==> src/rtl/core/assert_macros.svh <==
// assertion macros shared by the rtl files
// no dependencies; SYNTH removes every assertion
`ifndef ASSERT_MACROS_SVH
`define ASSERT_MACROS_SVH
`ifndef SYNTH
`define ASSERT_ALWAYS(lbl, clk, rstn, expr) \
	lbl: assert property (@(posedge clk) disable iff (!rstn) (expr)) \
		else $error("assertion failed");
`define ASSERT_IMPLIES(lbl, clk, rstn, ante, cons) \
	lbl: assert property (@(posedge clk) disable iff (!rstn) (ante) |-> (cons)) \
		else $error("assertion failed");
`define ASSERT_NEXT(lbl, clk, rstn, ante, cons) \
	lbl: assert property (@(posedge clk) disable iff (!rstn) (ante) |=> (cons)) \
		else $error("assertion failed");
`else
`define ASSERT_ALWAYS(lbl, clk, rstn, expr)
`define ASSERT_IMPLIES(lbl, clk, rstn, ante, cons)
`define ASSERT_NEXT(lbl, clk, rstn, ante, cons)
`endif
`endif

==> src/rtl/core/urlchk_pkg.sv <==
// types, constants and helper functions of the url path scanner
// no dependencies
package urlchk_pkg;

	localparam int MAX_DEPTH_DEFAULT = 255;
	localparam int NAME_LEN = 6;
	localparam int NAME_W = 8 * NAME_LEN;
	localparam logic [NAME_W-1:0] NAME_RESET = 48'h616C79737361;
	localparam int OUT_DEPTH = 4;

	localparam logic [7:0] CH_SLASH = 8'h2F;
	localparam logic [7:0] CH_DOT = 8'h2E;
	localparam logic [7:0] CH_PERCENT = 8'h25;
	localparam logic [7:0] CH_QUESTION = 8'h3F;

	localparam logic [1:0] KIND_PATH = 2'd0;
	localparam logic [1:0] KIND_VERDICT = 2'd1;
	localparam logic [1:0] KIND_QUERY = 2'd2;

	localparam logic [1:0] ST_OK = 2'd0;
	localparam logic [1:0] ST_BAD_HEX = 2'd1;
	localparam logic [1:0] ST_ABOVE_ROOT = 2'd2;
	localparam logic [1:0] ST_PROTECTED = 2'd3;

	typedef enum logic [6:0] {
		PH_NORMAL = 7'b0000001,
		PH_SLASH = 7'b0000010,
		PH_DOT = 7'b0000100,
		PH_DOTDOT = 7'b0001000,
		PH_PCT1 = 7'b0010000,
		PH_PCT2 = 7'b0100000,
		PH_QUERY = 7'b1000000
	} phase_t;

	typedef struct packed {
		logic [1:0] kind;
		logic [7:0] data_byte;
		logic [1:0] status;
		logic query_found;
		logic end_of_run;
	} result_t;

	typedef struct packed {
		logic ok;
		logic [3:0] nib;
	} hex_t;

	typedef struct packed {
		logic [2:0] cnt;
		logic hit;
	} feed_t;

	function automatic hex_t hex_decode(input logic [7:0] c);
		hex_t r;
		r.ok = 1'b1;
		r.nib = 4'd0;
		if (c >= 8'h30 && c <= 8'h39) begin
			r.nib = 4'(c - 8'h30);
		end else if (c >= 8'h41 && c <= 8'h46) begin
			r.nib = 4'(c - 8'h37);
		end else if (c >= 8'h61 && c <= 8'h66) begin
			r.nib = 4'(c - 8'h57);
		end else begin
			r.ok = 1'b0;
		end
		return r;
	endfunction

	// advance the protected name matcher by one path byte
	function automatic feed_t name_feed(input logic [NAME_W-1:0] name, input logic [2:0] cnt,
			input logic [7:0] b, input logic raw_dot);
		feed_t r;
		logic [7:0] want;
		case (cnt)
			3'd1: want = name[47:40];
			3'd2: want = name[39:32];
			3'd3: want = name[31:24];
			3'd4: want = name[23:16];
			3'd5: want = name[15:8];
			3'd6: want = name[7:0];
			default: want = 8'h00;
		endcase
		r.hit = 1'b0;
		r.cnt = raw_dot ? 3'd1 : 3'd0;
		if (cnt != 3'd0 && cnt <= 3'(NAME_LEN) && b == want) begin
			if (cnt == 3'(NAME_LEN)) begin
				r.hit = 1'b1;
				r.cnt = 3'd0;
			end else begin
				r.cnt = cnt + 3'd1;
			end
		end
		return r;
	endfunction

endpackage

==> src/rtl/core/url_path_decode_and_traversal_check.sv <==
// url path scanner: percent decoding, depth tracking and protected name check
// depends on urlchk_pkg and assert_macros.svh
//
// Usage: request-target bytes enter on in_valid/in_ready with in_byte and
// last, one byte per transfer. Results leave on out_valid/out_ready, one
// item per transfer: decoded path bytes (kind 0), raw query bytes after the
// first '?' (kind 2), and on the byte marked last a verdict item (kind 1,
// end_of_run set) after any data item of that byte.
// Each accepted byte is held in an input register, is evaluated in
// one pass against the scan state, and its zero to two results go into a
// four-entry result queue whose head drives the outputs. One byte per
// cycle is sustained as long as the receiver takes one item per cycle;
// the queue drains one item per cycle, so a byte with both a data item
// and a verdict needs two output transfers.
// When the receiver stalls the queue fills and in_ready drops once fewer
// than two queue entries are free and the input register is occupied.
// Reset clears the scan state to a path start (depth minus one), empties
// the queue and loads name_q with its default. cfg_we writes the protected
// name; the user must use it only while the block is idle (not enforced).
module url_path_decode_and_traversal_check #(
	parameter int MAX_DEPTH = urlchk_pkg::MAX_DEPTH_DEFAULT
) (
	input logic clk,
	input logic arst_n,
	input logic in_valid,
	output logic in_ready,
	input logic [7:0] in_byte,
	input logic last,
	output logic out_valid,
	input logic out_ready,
	output logic [1:0] kind,
	output logic [7:0] data_byte,
	output logic [1:0] status,
	output logic query_found,
	output logic end_of_run,
	input logic cfg_we,
	input logic [urlchk_pkg::NAME_W-1:0] cfg_wdata
);

	`include "assert_macros.svh"

	localparam int DEPTH_W = $clog2(MAX_DEPTH + 1) + 1;
	localparam logic signed [DEPTH_W-1:0] DEPTH_MAX = DEPTH_W'(MAX_DEPTH);
	localparam logic signed [DEPTH_W-1:0] DEPTH_INIT = '1;
	localparam logic signed [DEPTH_W-1:0] DEPTH_ONE = DEPTH_W'(1);
	localparam int PTR_W = $clog2(urlchk_pkg::OUT_DEPTH);
	localparam int CNT_W = $clog2(urlchk_pkg::OUT_DEPTH + 1);

	logic [urlchk_pkg::NAME_W-1:0] name_q;
	urlchk_pkg::phase_t phase_q, phase_nxt;
	logic signed [DEPTH_W-1:0] depth_q, depth_nxt;
	logic [3:0] nib_q, nib_nxt;
	logic [2:0] match_q, match_nxt;
	logic [1:0] verdict_q, verdict_nxt, verdict_fin;
	logic query_q, query_nxt;

	logic valid_s1;
	logic [7:0] byte_s1;
	logic last_s1;
	logic move_s1;

	urlchk_pkg::result_t fifo_q [urlchk_pkg::OUT_DEPTH];
	logic [PTR_W-1:0] wr_ptr_q, rd_ptr_q;
	logic [CNT_W-1:0] count_q;
	logic pop;

	logic emit;
	logic [1:0] emit_kind;
	logic [7:0] emit_byte;
	urlchk_pkg::hex_t hx;
	urlchk_pkg::feed_t fd;
	urlchk_pkg::result_t data_res, verd_res;
	logic push_a, push_b;

	assign move_s1 = valid_s1 && (count_q <= CNT_W'(urlchk_pkg::OUT_DEPTH - 2));
	assign in_ready = !valid_s1 || move_s1;
	assign pop = out_valid && out_ready;

	always_ff @(posedge clk or negedge arst_n) begin
		if (!arst_n) begin
			name_q <= urlchk_pkg::NAME_RESET;
		end else if (cfg_we) begin
			name_q <= cfg_wdata;
		end
	end

	always_ff @(posedge clk or negedge arst_n) begin
		if (!arst_n) begin
			valid_s1 <= 1'b0;
		end else if (in_ready) begin
			valid_s1 <= in_valid;
		end
	end

	always_ff @(posedge clk) begin
		if (in_ready && in_valid) begin
			byte_s1 <= in_byte;
			last_s1 <= last;
		end
	end

	always_comb begin
		phase_nxt = phase_q;
		depth_nxt = depth_q;
		nib_nxt = nib_q;
		match_nxt = match_q;
		verdict_nxt = verdict_q;
		query_nxt = query_q;
		emit = 1'b0;
		emit_kind = urlchk_pkg::KIND_PATH;
		emit_byte = byte_s1;
		hx = urlchk_pkg::hex_decode(byte_s1);
		fd = '0;
		if (verdict_q == urlchk_pkg::ST_OK) begin
			if (phase_q == urlchk_pkg::PH_QUERY) begin
				emit = 1'b1;
				emit_kind = urlchk_pkg::KIND_QUERY;
			end else if (byte_s1 == urlchk_pkg::CH_QUESTION) begin
				if (phase_q == urlchk_pkg::PH_PCT1 || phase_q == urlchk_pkg::PH_PCT2) begin
					verdict_nxt = urlchk_pkg::ST_BAD_HEX;
				end
				query_nxt = 1'b1;
				phase_nxt = urlchk_pkg::PH_QUERY;
			end else if (phase_q == urlchk_pkg::PH_PCT1) begin
				if (!hx.ok) begin
					verdict_nxt = urlchk_pkg::ST_BAD_HEX;
				end else begin
					nib_nxt = hx.nib;
					phase_nxt = urlchk_pkg::PH_PCT2;
				end
			end else if (phase_q == urlchk_pkg::PH_PCT2) begin
				if (!hx.ok) begin
					verdict_nxt = urlchk_pkg::ST_BAD_HEX;
				end else begin
					emit_byte = {nib_q, hx.nib};
					phase_nxt = urlchk_pkg::PH_NORMAL;
					fd = urlchk_pkg::name_feed(name_q, match_q, emit_byte, 1'b0);
					match_nxt = fd.cnt;
					if (fd.hit) begin
						verdict_nxt = urlchk_pkg::ST_PROTECTED;
					end else begin
						emit = 1'b1;
					end
				end
			end else begin
				if (phase_q == urlchk_pkg::PH_DOTDOT) begin
					if (byte_s1 == urlchk_pkg::CH_SLASH) begin
						depth_nxt = depth_q - DEPTH_ONE;
						if (depth_nxt[DEPTH_W-1]) begin
							verdict_nxt = urlchk_pkg::ST_ABOVE_ROOT;
						end
						phase_nxt = urlchk_pkg::PH_SLASH;
					end else begin
						phase_nxt = urlchk_pkg::PH_NORMAL;
					end
				end else if (byte_s1 == urlchk_pkg::CH_SLASH) begin
					if (phase_q == urlchk_pkg::PH_NORMAL && depth_q < DEPTH_MAX) begin
						depth_nxt = depth_q + DEPTH_ONE;
					end
					phase_nxt = urlchk_pkg::PH_SLASH;
				end else if (byte_s1 == urlchk_pkg::CH_DOT) begin
					phase_nxt = (phase_q == urlchk_pkg::PH_DOT) ? urlchk_pkg::PH_DOTDOT
						: urlchk_pkg::PH_DOT;
				end else if (byte_s1 == urlchk_pkg::CH_PERCENT) begin
					phase_nxt = urlchk_pkg::PH_PCT1;
				end else begin
					phase_nxt = urlchk_pkg::PH_NORMAL;
				end
				// a percent opens an escape only outside dot-dot
				if (verdict_nxt == urlchk_pkg::ST_OK && (phase_q == urlchk_pkg::PH_DOTDOT
						|| byte_s1 != urlchk_pkg::CH_PERCENT)) begin
					fd = urlchk_pkg::name_feed(name_q, match_q, byte_s1,
						byte_s1 == urlchk_pkg::CH_DOT);
					match_nxt = fd.cnt;
					if (fd.hit) begin
						verdict_nxt = urlchk_pkg::ST_PROTECTED;
					end else begin
						emit = 1'b1;
					end
				end
			end
		end
		verdict_fin = verdict_nxt;
		if (verdict_nxt == urlchk_pkg::ST_OK) begin
			if (phase_nxt == urlchk_pkg::PH_PCT1 || phase_nxt == urlchk_pkg::PH_PCT2) begin
				verdict_fin = urlchk_pkg::ST_BAD_HEX;
			end else if (depth_nxt[DEPTH_W-1]) begin
				verdict_fin = urlchk_pkg::ST_ABOVE_ROOT;
			end
		end
	end

	always_comb begin
		data_res = '0;
		data_res.kind = emit_kind;
		data_res.data_byte = emit_byte;
		verd_res = '0;
		verd_res.kind = urlchk_pkg::KIND_VERDICT;
		verd_res.status = verdict_fin;
		verd_res.query_found = query_nxt;
		verd_res.end_of_run = 1'b1;
		push_a = move_s1 && emit;
		push_b = move_s1 && last_s1;
	end

	always_ff @(posedge clk or negedge arst_n) begin
		if (!arst_n) begin
			phase_q <= urlchk_pkg::PH_NORMAL;
			depth_q <= DEPTH_INIT;
			nib_q <= 4'd0;
			match_q <= 3'd0;
			verdict_q <= urlchk_pkg::ST_OK;
			query_q <= 1'b0;
		end else if (move_s1) begin
			if (last_s1) begin
				phase_q <= urlchk_pkg::PH_NORMAL;
				depth_q <= DEPTH_INIT;
				nib_q <= 4'd0;
				match_q <= 3'd0;
				verdict_q <= urlchk_pkg::ST_OK;
				query_q <= 1'b0;
			end else begin
				phase_q <= phase_nxt;
				depth_q <= depth_nxt;
				nib_q <= nib_nxt;
				match_q <= match_nxt;
				verdict_q <= verdict_nxt;
				query_q <= query_nxt;
			end
		end
	end

	always_ff @(posedge clk) begin
		if (push_a) begin
			fifo_q[wr_ptr_q] <= data_res;
		end else if (push_b) begin
			fifo_q[wr_ptr_q] <= verd_res;
		end
		if (push_a && push_b) begin
			fifo_q[wr_ptr_q + PTR_W'(1)] <= verd_res;
		end
	end

	always_ff @(posedge clk or negedge arst_n) begin
		if (!arst_n) begin
			wr_ptr_q <= '0;
			rd_ptr_q <= '0;
			count_q <= '0;
		end else begin
			wr_ptr_q <= wr_ptr_q + PTR_W'(push_a) + PTR_W'(push_b);
			if (pop) begin
				rd_ptr_q <= rd_ptr_q + PTR_W'(1);
			end
			count_q <= count_q + CNT_W'(push_a) + CNT_W'(push_b) - CNT_W'(pop);
		end
	end

	assign out_valid = (count_q != '0);
	assign kind = fifo_q[rd_ptr_q].kind;
	assign data_byte = fifo_q[rd_ptr_q].data_byte;
	assign status = fifo_q[rd_ptr_q].status;
	assign query_found = fifo_q[rd_ptr_q].query_found;
	assign end_of_run = fifo_q[rd_ptr_q].end_of_run;

	`ASSERT_ALWAYS(a_queue_bound, clk, arst_n, count_q <= CNT_W'(urlchk_pkg::OUT_DEPTH))
	`ASSERT_IMPLIES(a_no_overrun_s1, clk, arst_n, in_valid && in_ready, !valid_s1 || move_s1)
	`ASSERT_NEXT(a_run_cleared, clk, arst_n, move_s1 && last_s1,
		verdict_q == urlchk_pkg::ST_OK && depth_q == DEPTH_INIT && phase_q == urlchk_pkg::PH_NORMAL)
	`ASSERT_NEXT(a_error_freezes, clk, arst_n,
		move_s1 && !last_s1 && verdict_q != urlchk_pkg::ST_OK,
		$stable(depth_q) && $stable(phase_q) && $stable(verdict_q))

endmodule

==> config.mk <==
export PLATFORM = sky130hd
export DESIGN_NAME = url_path_decode_and_traversal_check
export DESIGN_NICKNAME = d
export VERILOG_FILES = /design/src/rtl/core/urlchk_pkg.sv /design/src/rtl/core/url_path_decode_and_traversal_check.sv
export VERILOG_INCLUDE_DIRS = /design/src /design/src/rtl/core
export SDC_FILE = /design/constraint.sdc
export NUM_CORES = 1
export LEC_CHECK = 0
export ABC_CLOCK_PERIOD_IN_PS = 4700
export BUFFER_PORTS_ARGS = -buffer_cell sky130_fd_sc_hd__buf_4
export CELL_PAD_IN_SITES_DETAIL_PLACEMENT = 2
export CELL_PAD_IN_SITES_GLOBAL_PLACEMENT = 2
export CORE_MARGIN = 5
export CORE_UTILIZATION = 35
export CTS_BUF_LIST = sky130_fd_sc_hd__clkbuf_8 sky130_fd_sc_hd__clkbuf_16
export CTS_CLUSTER_SIZE = 12
export DETAILED_ROUTE_END_ITERATION = 7
export PLACE_DENSITY = 0.8
export SKIP_CTS_REPAIR_TIMING = 1
export SLEW_MARGIN = 10
export SYNTH_ARGS = -nofsm -noshare
export SYNTH_HDL_FRONTEND = slang
export SYNTH_SLANG_ARGS = --single-unit
==> constraint.sdc <==
create_clock -name clk -period 4.7 [get_ports clk]
set_clock_uncertainty 0.2 [all_clocks]
set_input_delay 0.235 -clock clk [delete_from_list [all_inputs] [get_ports clk]]
set_output_delay 0.235 -clock clk [all_outputs]
set_load 0.05 [all_outputs]
* Word level (Yosys, flattened, before mapping)
Memory sizes are Yosys's and may differ from the RTL's. Index checks and enable logic that the tools add are counted.
Storage, ports and cells: output and inout port bits 16, word-level logic and storage cells 223, bits in registers 91, bits in writable memories 56, ROM bits 0, memories kept 1, latch bits 0
Memories:
- fifo_q | words 4, bits a word 14, read ports 1, clocked after memory_dff 0, wr ports 2, RTL line url_path_decode_and_traversal_check.sv:62 | urlchk_pkg::result_t fifo_q [urlchk_pkg::OUT_DEPTH];
Cells by class: $mul 0, equal/unequal tests 26, magnitude comparators 9, add/subtract/negate cells 13, divide/modulo/power cells 0, muxes and demuxes 126, reductions and logical operators 33, bitwise operators 1, shift-type cells 0
Operator list (number):
- two-way mux 8 bit | 18
- two-way mux 4 bit | 24
- two-way mux 9 bit | 10
- two-way mux 7 bit | 9
- two-way mux 2 bit | 26
- case mux 8 bit (6 select lines) | 1
- == test 8 x 6 -> 1 bit, second input constant | 4
- two-way mux 3 bit | 9
- two-way mux 1 bit | 25
- == test 8 bit | 2
- greater-or-equal comparator 8 x 7 -> 1 bit, second input constant | 2
- less-or-equal comparator 8 x 7 -> 1 bit, second input constant | 2
- two-way mux 5 bit | 3
- == test 7 x 5 -> 1 bit, second input constant | 2
- == test 7 x 6 -> 1 bit, second input constant | 2
- logical AND 1 bit | 14
- two-way mux 14 bit | 1
- nonzero test 3 bit | 4
- adder 9 x 2 -> 9 bit, second input constant | 1
- == test 3 bit, second input constant | 3
- less-than comparator 9 bit, second input constant | 1
- subtractor 9 x 2 -> 9 bit, second input constant | 1
- greater-or-equal comparator 8 x 6 -> 1 bit, second input constant | 1
- less-or-equal comparator 8 x 6 -> 1 bit, second input constant | 1
- 26 further kinds | 42

* Longest topological paths before layout
word-level depth 37, depth in mapped cells 19, mapped depth without buffers 15

* Least setup slack after synthesis
No wires, ideal clock.
kind register to register, start point register match_q[2], end point register count_q[2], path slack 0.207 ns, cell stages (with the launch flop) 19, data arrival time 4.171 ns, clock period less this slack 4.493 ns, data required time 4.377 ns, cells stage by stage dfrtp_1 -> buf_4 -> clkbuf_1 -> inv_1 -> ha_1 -> clkbuf_1 -> a22o_1 -> or3_1 -> a222oi_1 -> nand4_1 -> o32ai_2 -> nor2_4 -> buf_6 -> nand2_1 -> ha_1 -> inv_1 -> fa_1 -> fa_1 -> xnor2_1
On the way: cells in the longest elaborated chain, start to end 28
RTL lines:
- from (decl) | RTL line url_path_decode_and_traversal_check.sv:53 | logic [2:0] match_q, match_nxt;
- from (signal assigned) | RTL line url_path_decode_and_traversal_check.sv:226 | match_q <= match_nxt;
- == test 3 bit, or another cell as far along | RTL line urlchk_pkg.sv:74, urlchk_pkg.sv:86
- case mux 8 bit (6 select lines) | RTL line urlchk_pkg.sv:74 | case (cnt)
- two-way mux 8 bit (on tied branches) | RTL line url_path_decode_and_traversal_check.sv:170, url_path_decode_and_traversal_check.sv:132
- two-way mux 8 bit | RTL line url_path_decode_and_traversal_check.sv:131 | end else if (phase_q == urlchk_pkg::PH_PCT2) begin
- two-way mux 8 bit | RTL line url_path_decode_and_traversal_check.sv:124 | end else if (phase_q == urlchk_pkg::PH_PCT1) begin
- two-way mux 8 bit | RTL line url_path_decode_and_traversal_check.sv:118 | end else if (byte_s1 == urlchk_pkg::CH_QUESTION) begin
- two-way mux 8 bit | RTL line url_path_decode_and_traversal_check.sv:115 | if (phase_q == urlchk_pkg::PH_QUERY) begin
- two-way mux 8 bit | RTL line url_path_decode_and_traversal_check.sv:114 | if (verdict_q == urlchk_pkg::ST_OK) begin
- (+11 left out)
- two-way mux 1 bit (*) | RTL line url_path_decode_and_traversal_check.sv:131
- two-way mux 1 bit (*) | RTL line url_path_decode_and_traversal_check.sv:124
- two-way mux 1 bit (*) | RTL line url_path_decode_and_traversal_check.sv:118
- two-way mux 1 bit (*) | RTL line url_path_decode_and_traversal_check.sv:115
- two-way mux 1 bit (*) | RTL line url_path_decode_and_traversal_check.sv:114
- logical AND 1 bit (*) | RTL line url_path_decode_and_traversal_check.sv:202 | push_a = move_s1 && emit;
- adder 3 x 1 -> 3 bit (*) (2 in a row) | RTL line url_path_decode_and_traversal_check.sv:254 | count_q <= count_q + CNT_W'(push_a) + CNT_W'(push_b) - CNT_W'(pop);
- subtractor 3 x 1 -> 3 bit (*) | RTL line url_path_decode_and_traversal_check.sv:254
- to (signal assigned) | RTL line url_path_decode_and_traversal_check.sv:254
- to (decl) | RTL line url_path_decode_and_traversal_check.sv:64 | logic [CNT_W-1:0] count_q;
Mark *: on every way between the ends. The rest lies on a longest branch, timed or not. The select of a mux whose other input is x is not followed. A chain may end at the register's enable or synchronous reset.

* Worst setup path after layout
start point register byte_s1[0], end point register count_q[2]
On the way: cells in the longest elaborated chain, start to end 25
RTL lines:
- from (decl) | RTL line url_path_decode_and_traversal_check.sv:58 | logic [7:0] byte_s1;
- from (signal assigned) | RTL line url_path_decode_and_traversal_check.sv:97 | byte_s1 <= in_byte;
- greater-or-equal comparator 8 x 7 -> 1 bit / less-or-equal comparator 8 x 7 -> 1 bit (equally long branches) | RTL line urlchk_pkg.sv:61 | end else if (c >= 8'h61 && c <= 8'h66) begin
- logical AND 1 bit | RTL line urlchk_pkg.sv:61
- two-way mux 4 bit | RTL line urlchk_pkg.sv:61
- two-way mux 4 bit | RTL line urlchk_pkg.sv:59 | end else if (c >= 8'h41 && c <= 8'h46) begin
- two-way mux 4 bit | RTL line urlchk_pkg.sv:57 | if (c >= 8'h30 && c <= 8'h39) begin
- == test 8 bit | RTL line urlchk_pkg.sv:85 | if (cnt != 3'd0 && cnt <= 3'(NAME_LEN) && b == want) begin
- logical AND 1 bit | RTL line urlchk_pkg.sv:85
- two-way mux 4 bit | RTL line urlchk_pkg.sv:85
- (+8 left out)
- two-way mux 1 bit | RTL line url_path_decode_and_traversal_check.sv:131
- two-way mux 1 bit | RTL line url_path_decode_and_traversal_check.sv:124
- two-way mux 1 bit (*) | RTL line url_path_decode_and_traversal_check.sv:118
- two-way mux 1 bit (*) | RTL line url_path_decode_and_traversal_check.sv:115
- two-way mux 1 bit (*) | RTL line url_path_decode_and_traversal_check.sv:114
- logical AND 1 bit (*) | RTL line url_path_decode_and_traversal_check.sv:202
- adder 3 x 1 -> 3 bit (*) (2 in a row) | RTL line url_path_decode_and_traversal_check.sv:254
- subtractor 3 x 1 -> 3 bit (*) | RTL line url_path_decode_and_traversal_check.sv:254
Marks and branches as above.

==> impl_metrics.ini <==
[power_and_ir_drop]
p_int_mw = 3.31
max-vdd-ir-drop_mv = 0.573
power_frac_seq_pct = 34.8
leakagePower_nw = 3.91
p_comb_share_pct = 40.5
power_frac_clock_pct = 24.6
total_power_mw = 5.81
p_sw_mw = 2.49
cellPowerDensity_mw_per_mm2 = 582
p_sw_share_pct = 43.0

[finish]
final_util_pct = 45.6
areaGrowthSynthToFinish_pct = 27.5
final_nets = 939
diodes = 0
fill_cells = 2240
drive_above_1_share_pct = 31.3

[synth]
yosysUniqueCellTypes = 89
yosysTopAreaCell = dfrtp_1
synthTopCellsByCount = 56 x nand2_1, 53 x mux2_2, 47 x dfrtp_1, 40 x dfxtp_1, 37 x nor2_1
yosys.area.top_type_share_pct = 15.0
yosysWarningCount = 0
syn-cell-area_sq_mm = 0.00783
ys.flop_type = dfrtp_1
ys_ff_latch = 143
synth_fp_nets = 797
syn_area_per_cell_sq_um = 10.8
synth_enable_flop_cells = 21
async_flop_share_pct = 57.3
yosysMostFrequentCell = nand2_1
synthCells = 723
ys_seq_area_share_pct = 45.1
synth_area_leaders = dfrtp_1 15%, dfstp_2 12%, dfxtp_1 10%

[cts]
htree_num_levels = 4
cts_tree = yes
clk_path_buf_depth = 2
cts_num_sinks = 143
root_buffer = clkbuf_16
clk-insertion-delay-late_ns = 0.45
numCtsBuffers = 17
clk_pin_slew_worst_paths_ns = 0.08

[sta]
final.period_utilization_pct = 101
fin_crit_ns = 4.74
tightest_slew_ns = 1.07
finalSetupTns_ns = -0.0411
max-slew-margin-rel_pct = 28.1
setup_viol = 1
hold_viol_final = 0
fmax_mhz = 211
slew_viol_final = 0
setup_slack_ns = -0.0411

[outcome]
outcome = finished with violations
violations = setup timing

[setup_path]
setup.worst_path.class = reg2reg
required_ns = 4.82
crit_fanout = 7
critPathLaunchType = flop
worst_setup_path_end_kind = flop
max_stage_delay_ns = 0.58
path_cells = inv_1 > ha_1 > or3b_1 > nand4_1 > and2_2 > or4_4 > a2111oi_4 > and4_4 > nor2_4 > nand2_1 > ha_1 > inv_1 > fa_1 > fa_1 > xnor2_1
arrival_ns = 4.86
cp_slowest_cell = or4_4

[drt]
wire_per_inst_microns = 27.8
drtIter0Drc = 501
wl_mm = 32.2
firstDrtPassIters = 5
route.detailed.drc = 0
vias = 6944
via_per_inst = 6.00
ant_nets = 0

[grt]
grt_max_degree = 50
grt-ovfl-total = 0
grt_usage_pct = 20.4
grt_pass1_wl_mm = 41.6
antenna_found_initial = 0
grt_pass1_vias = 7139

[floorplan]
row_count = 54
die_h_microns = 160
fp.dieW_microns = 160
die_area_sq_mm = 0.0255
ios = 78
start_util_pct = 35.8
core_area_sq_mm = 0.0219

[placed_design]
hpwl_mm = 18.9
place_congestion = 0.904
pre_cts_ws_ns = 0.141
io_buffers = 77

[worst_hold_path]
min_path_type = in2reg

[flow_run]
cap_violations = 0
per-stage QoR:
stage	std cells	hold WS (ns)	instance area [sq um]
after floorplan	723	-0.261	7830
after global placement	1062	-0.00496	8730
after detailed placement	1062	0.00894	8730
after CTS	1094	-0.455	9330
after global routing	1158	0.0648	9980
final	1158	0.0753	9980
placed cells by master, fill, tap and decap left out, types with 14 or more instances in the layout:
| cell | netlist | layout |
|---|---|---|
| buf_4 | 3 | 101 |
| dlygate4sd3_1 | 0 | 59 |
| nand2_1 | 56 | 56 |
| mux2_2 | 53 | 53 |
| dfrtp_1 | 47 | 47 |
| dfxtp_1 | 40 | 40 |
| nor2_1 | 37 | 37 |
| a21oi_1 | 36 | 36 |
| dfstp_2 | 35 | 35 |
| inv_1 | 28 | 28 |
| o21ai_0 | 26 | 26 |
| nor3_1 | 22 | 21 |
| o2bb2ai_1 | 21 | 21 |
| edfxtp_1 | 21 | 21 |
| clkbuf_16 | 0 | 20 |
| nand3_1 | 19 | 19 |
| mux4_2 | 14 | 14 |
logic make-up after synthesis:
logic type               Yosys count  share of synthesized area [%]
AO/OA/AOI/OAI                    184                           17.8
XOR/XNOR                          22                           2.70
adder cells (fa/ha/maj)           12                           2.21
buffers and inverters             65                           3.50
flip-flops                       143                           45.1
multiplexers                      82                           13.9
AND/OR/NAND/NOR                  215                           14.8
worst max-delay path, delay by kind of cell (launching register included):
| family | cells | cell delay, ns |
|---|---|---|
| AO/OA/AOI/OAI | 1 | 0.45 |
| XOR/XNOR | 1 | 0.14 |
| adder cells (fa/ha/maj) | 4 | 1.18 |
| buffers and inverters | 2 | 0.19 |
| flip-flops | 1 | 0.46 |
| AND/OR/NAND/NOR | 7 | 1.99 |
flip-flops by register name (all words and copies together), names as in the netlist, 2 cells and up:
| register | count |
|---|---|
| byte_s1 | 8 |
| count_q | 3 |
| depth_q | 9 |
| fifo_q | 52 |
| match_q | 3 |
| name_q | 48 |
| nib_q | 4 |
| phase_q | 7 |
| rd_ptr_q | 2 |
| verdict_q | 2 |
| wr_ptr_q | 2 |
final cells by class:
class / instances / area [sq um] / area share, %
multi-input cells: 515 / 4050 / 40.5
clock inverters: 11 / 88.8 / 0.890
well taps: 280 / 350 / 3.51
clock buffers: 21 / 514 / 5.15
flip-flops and latches: 143 / 3530 / 35.3
inverters: 28 / 105 / 1.05
repair buffers: 160 / 1350 / 13.5
worst paths after layout:
kind	start	end	slack, ns	cells after the start
worst min-delay path	out_ready	rd_ptr_q[0]	0.08	3
worst min register to register	fifo_q[0][6]	fifo_q[0][6]	0.27	1
worst max register to register	byte_s1[0]	count_q[2]	-0.04	15
worst max-delay path	byte_s1[0]	count_q[2]	-0.04	15
min in group asynchronous	arst_n	name_q[41]	0.09	2
max in group asynchronous	arst_n	phase_q[6]	3.09	3
power groups by stage:
| stage | Sequential, mW | Combinational, mW | Clock, mW |
|---|---|---|---|
| detailed placement | 2.01 | 2.18 | 0 |
| finish | 2.02 | 2.35 | 1.43 |
| floorplan | 1.80 | 1.67 | 0 |
| CTS | 2.00 | 2.22 | 1.41 |
| global placement | 1.97 | 2.06 | 0 |
| global route | 2.07 | 2.49 | 1.50 |
layer usage:
| layer | vias up | share of wire [%] | GRT usage, % | wire (microns) |
|---|---|---|---|---|
| met3 | 96 | 4.1 | 2.67 | 1310 |
| met5 | - | 0 | 0 | 0 |
| met1 | 3592 | 39 | 25.9 | 12600 |
| met4 | 0 | 4.7 | 5.31 | 1510 |
| li1 | 3002 | - | - | - |
| met2 | 254 | 52 | 36.5 | 16800 |
(Power assumes the default switching activity.)
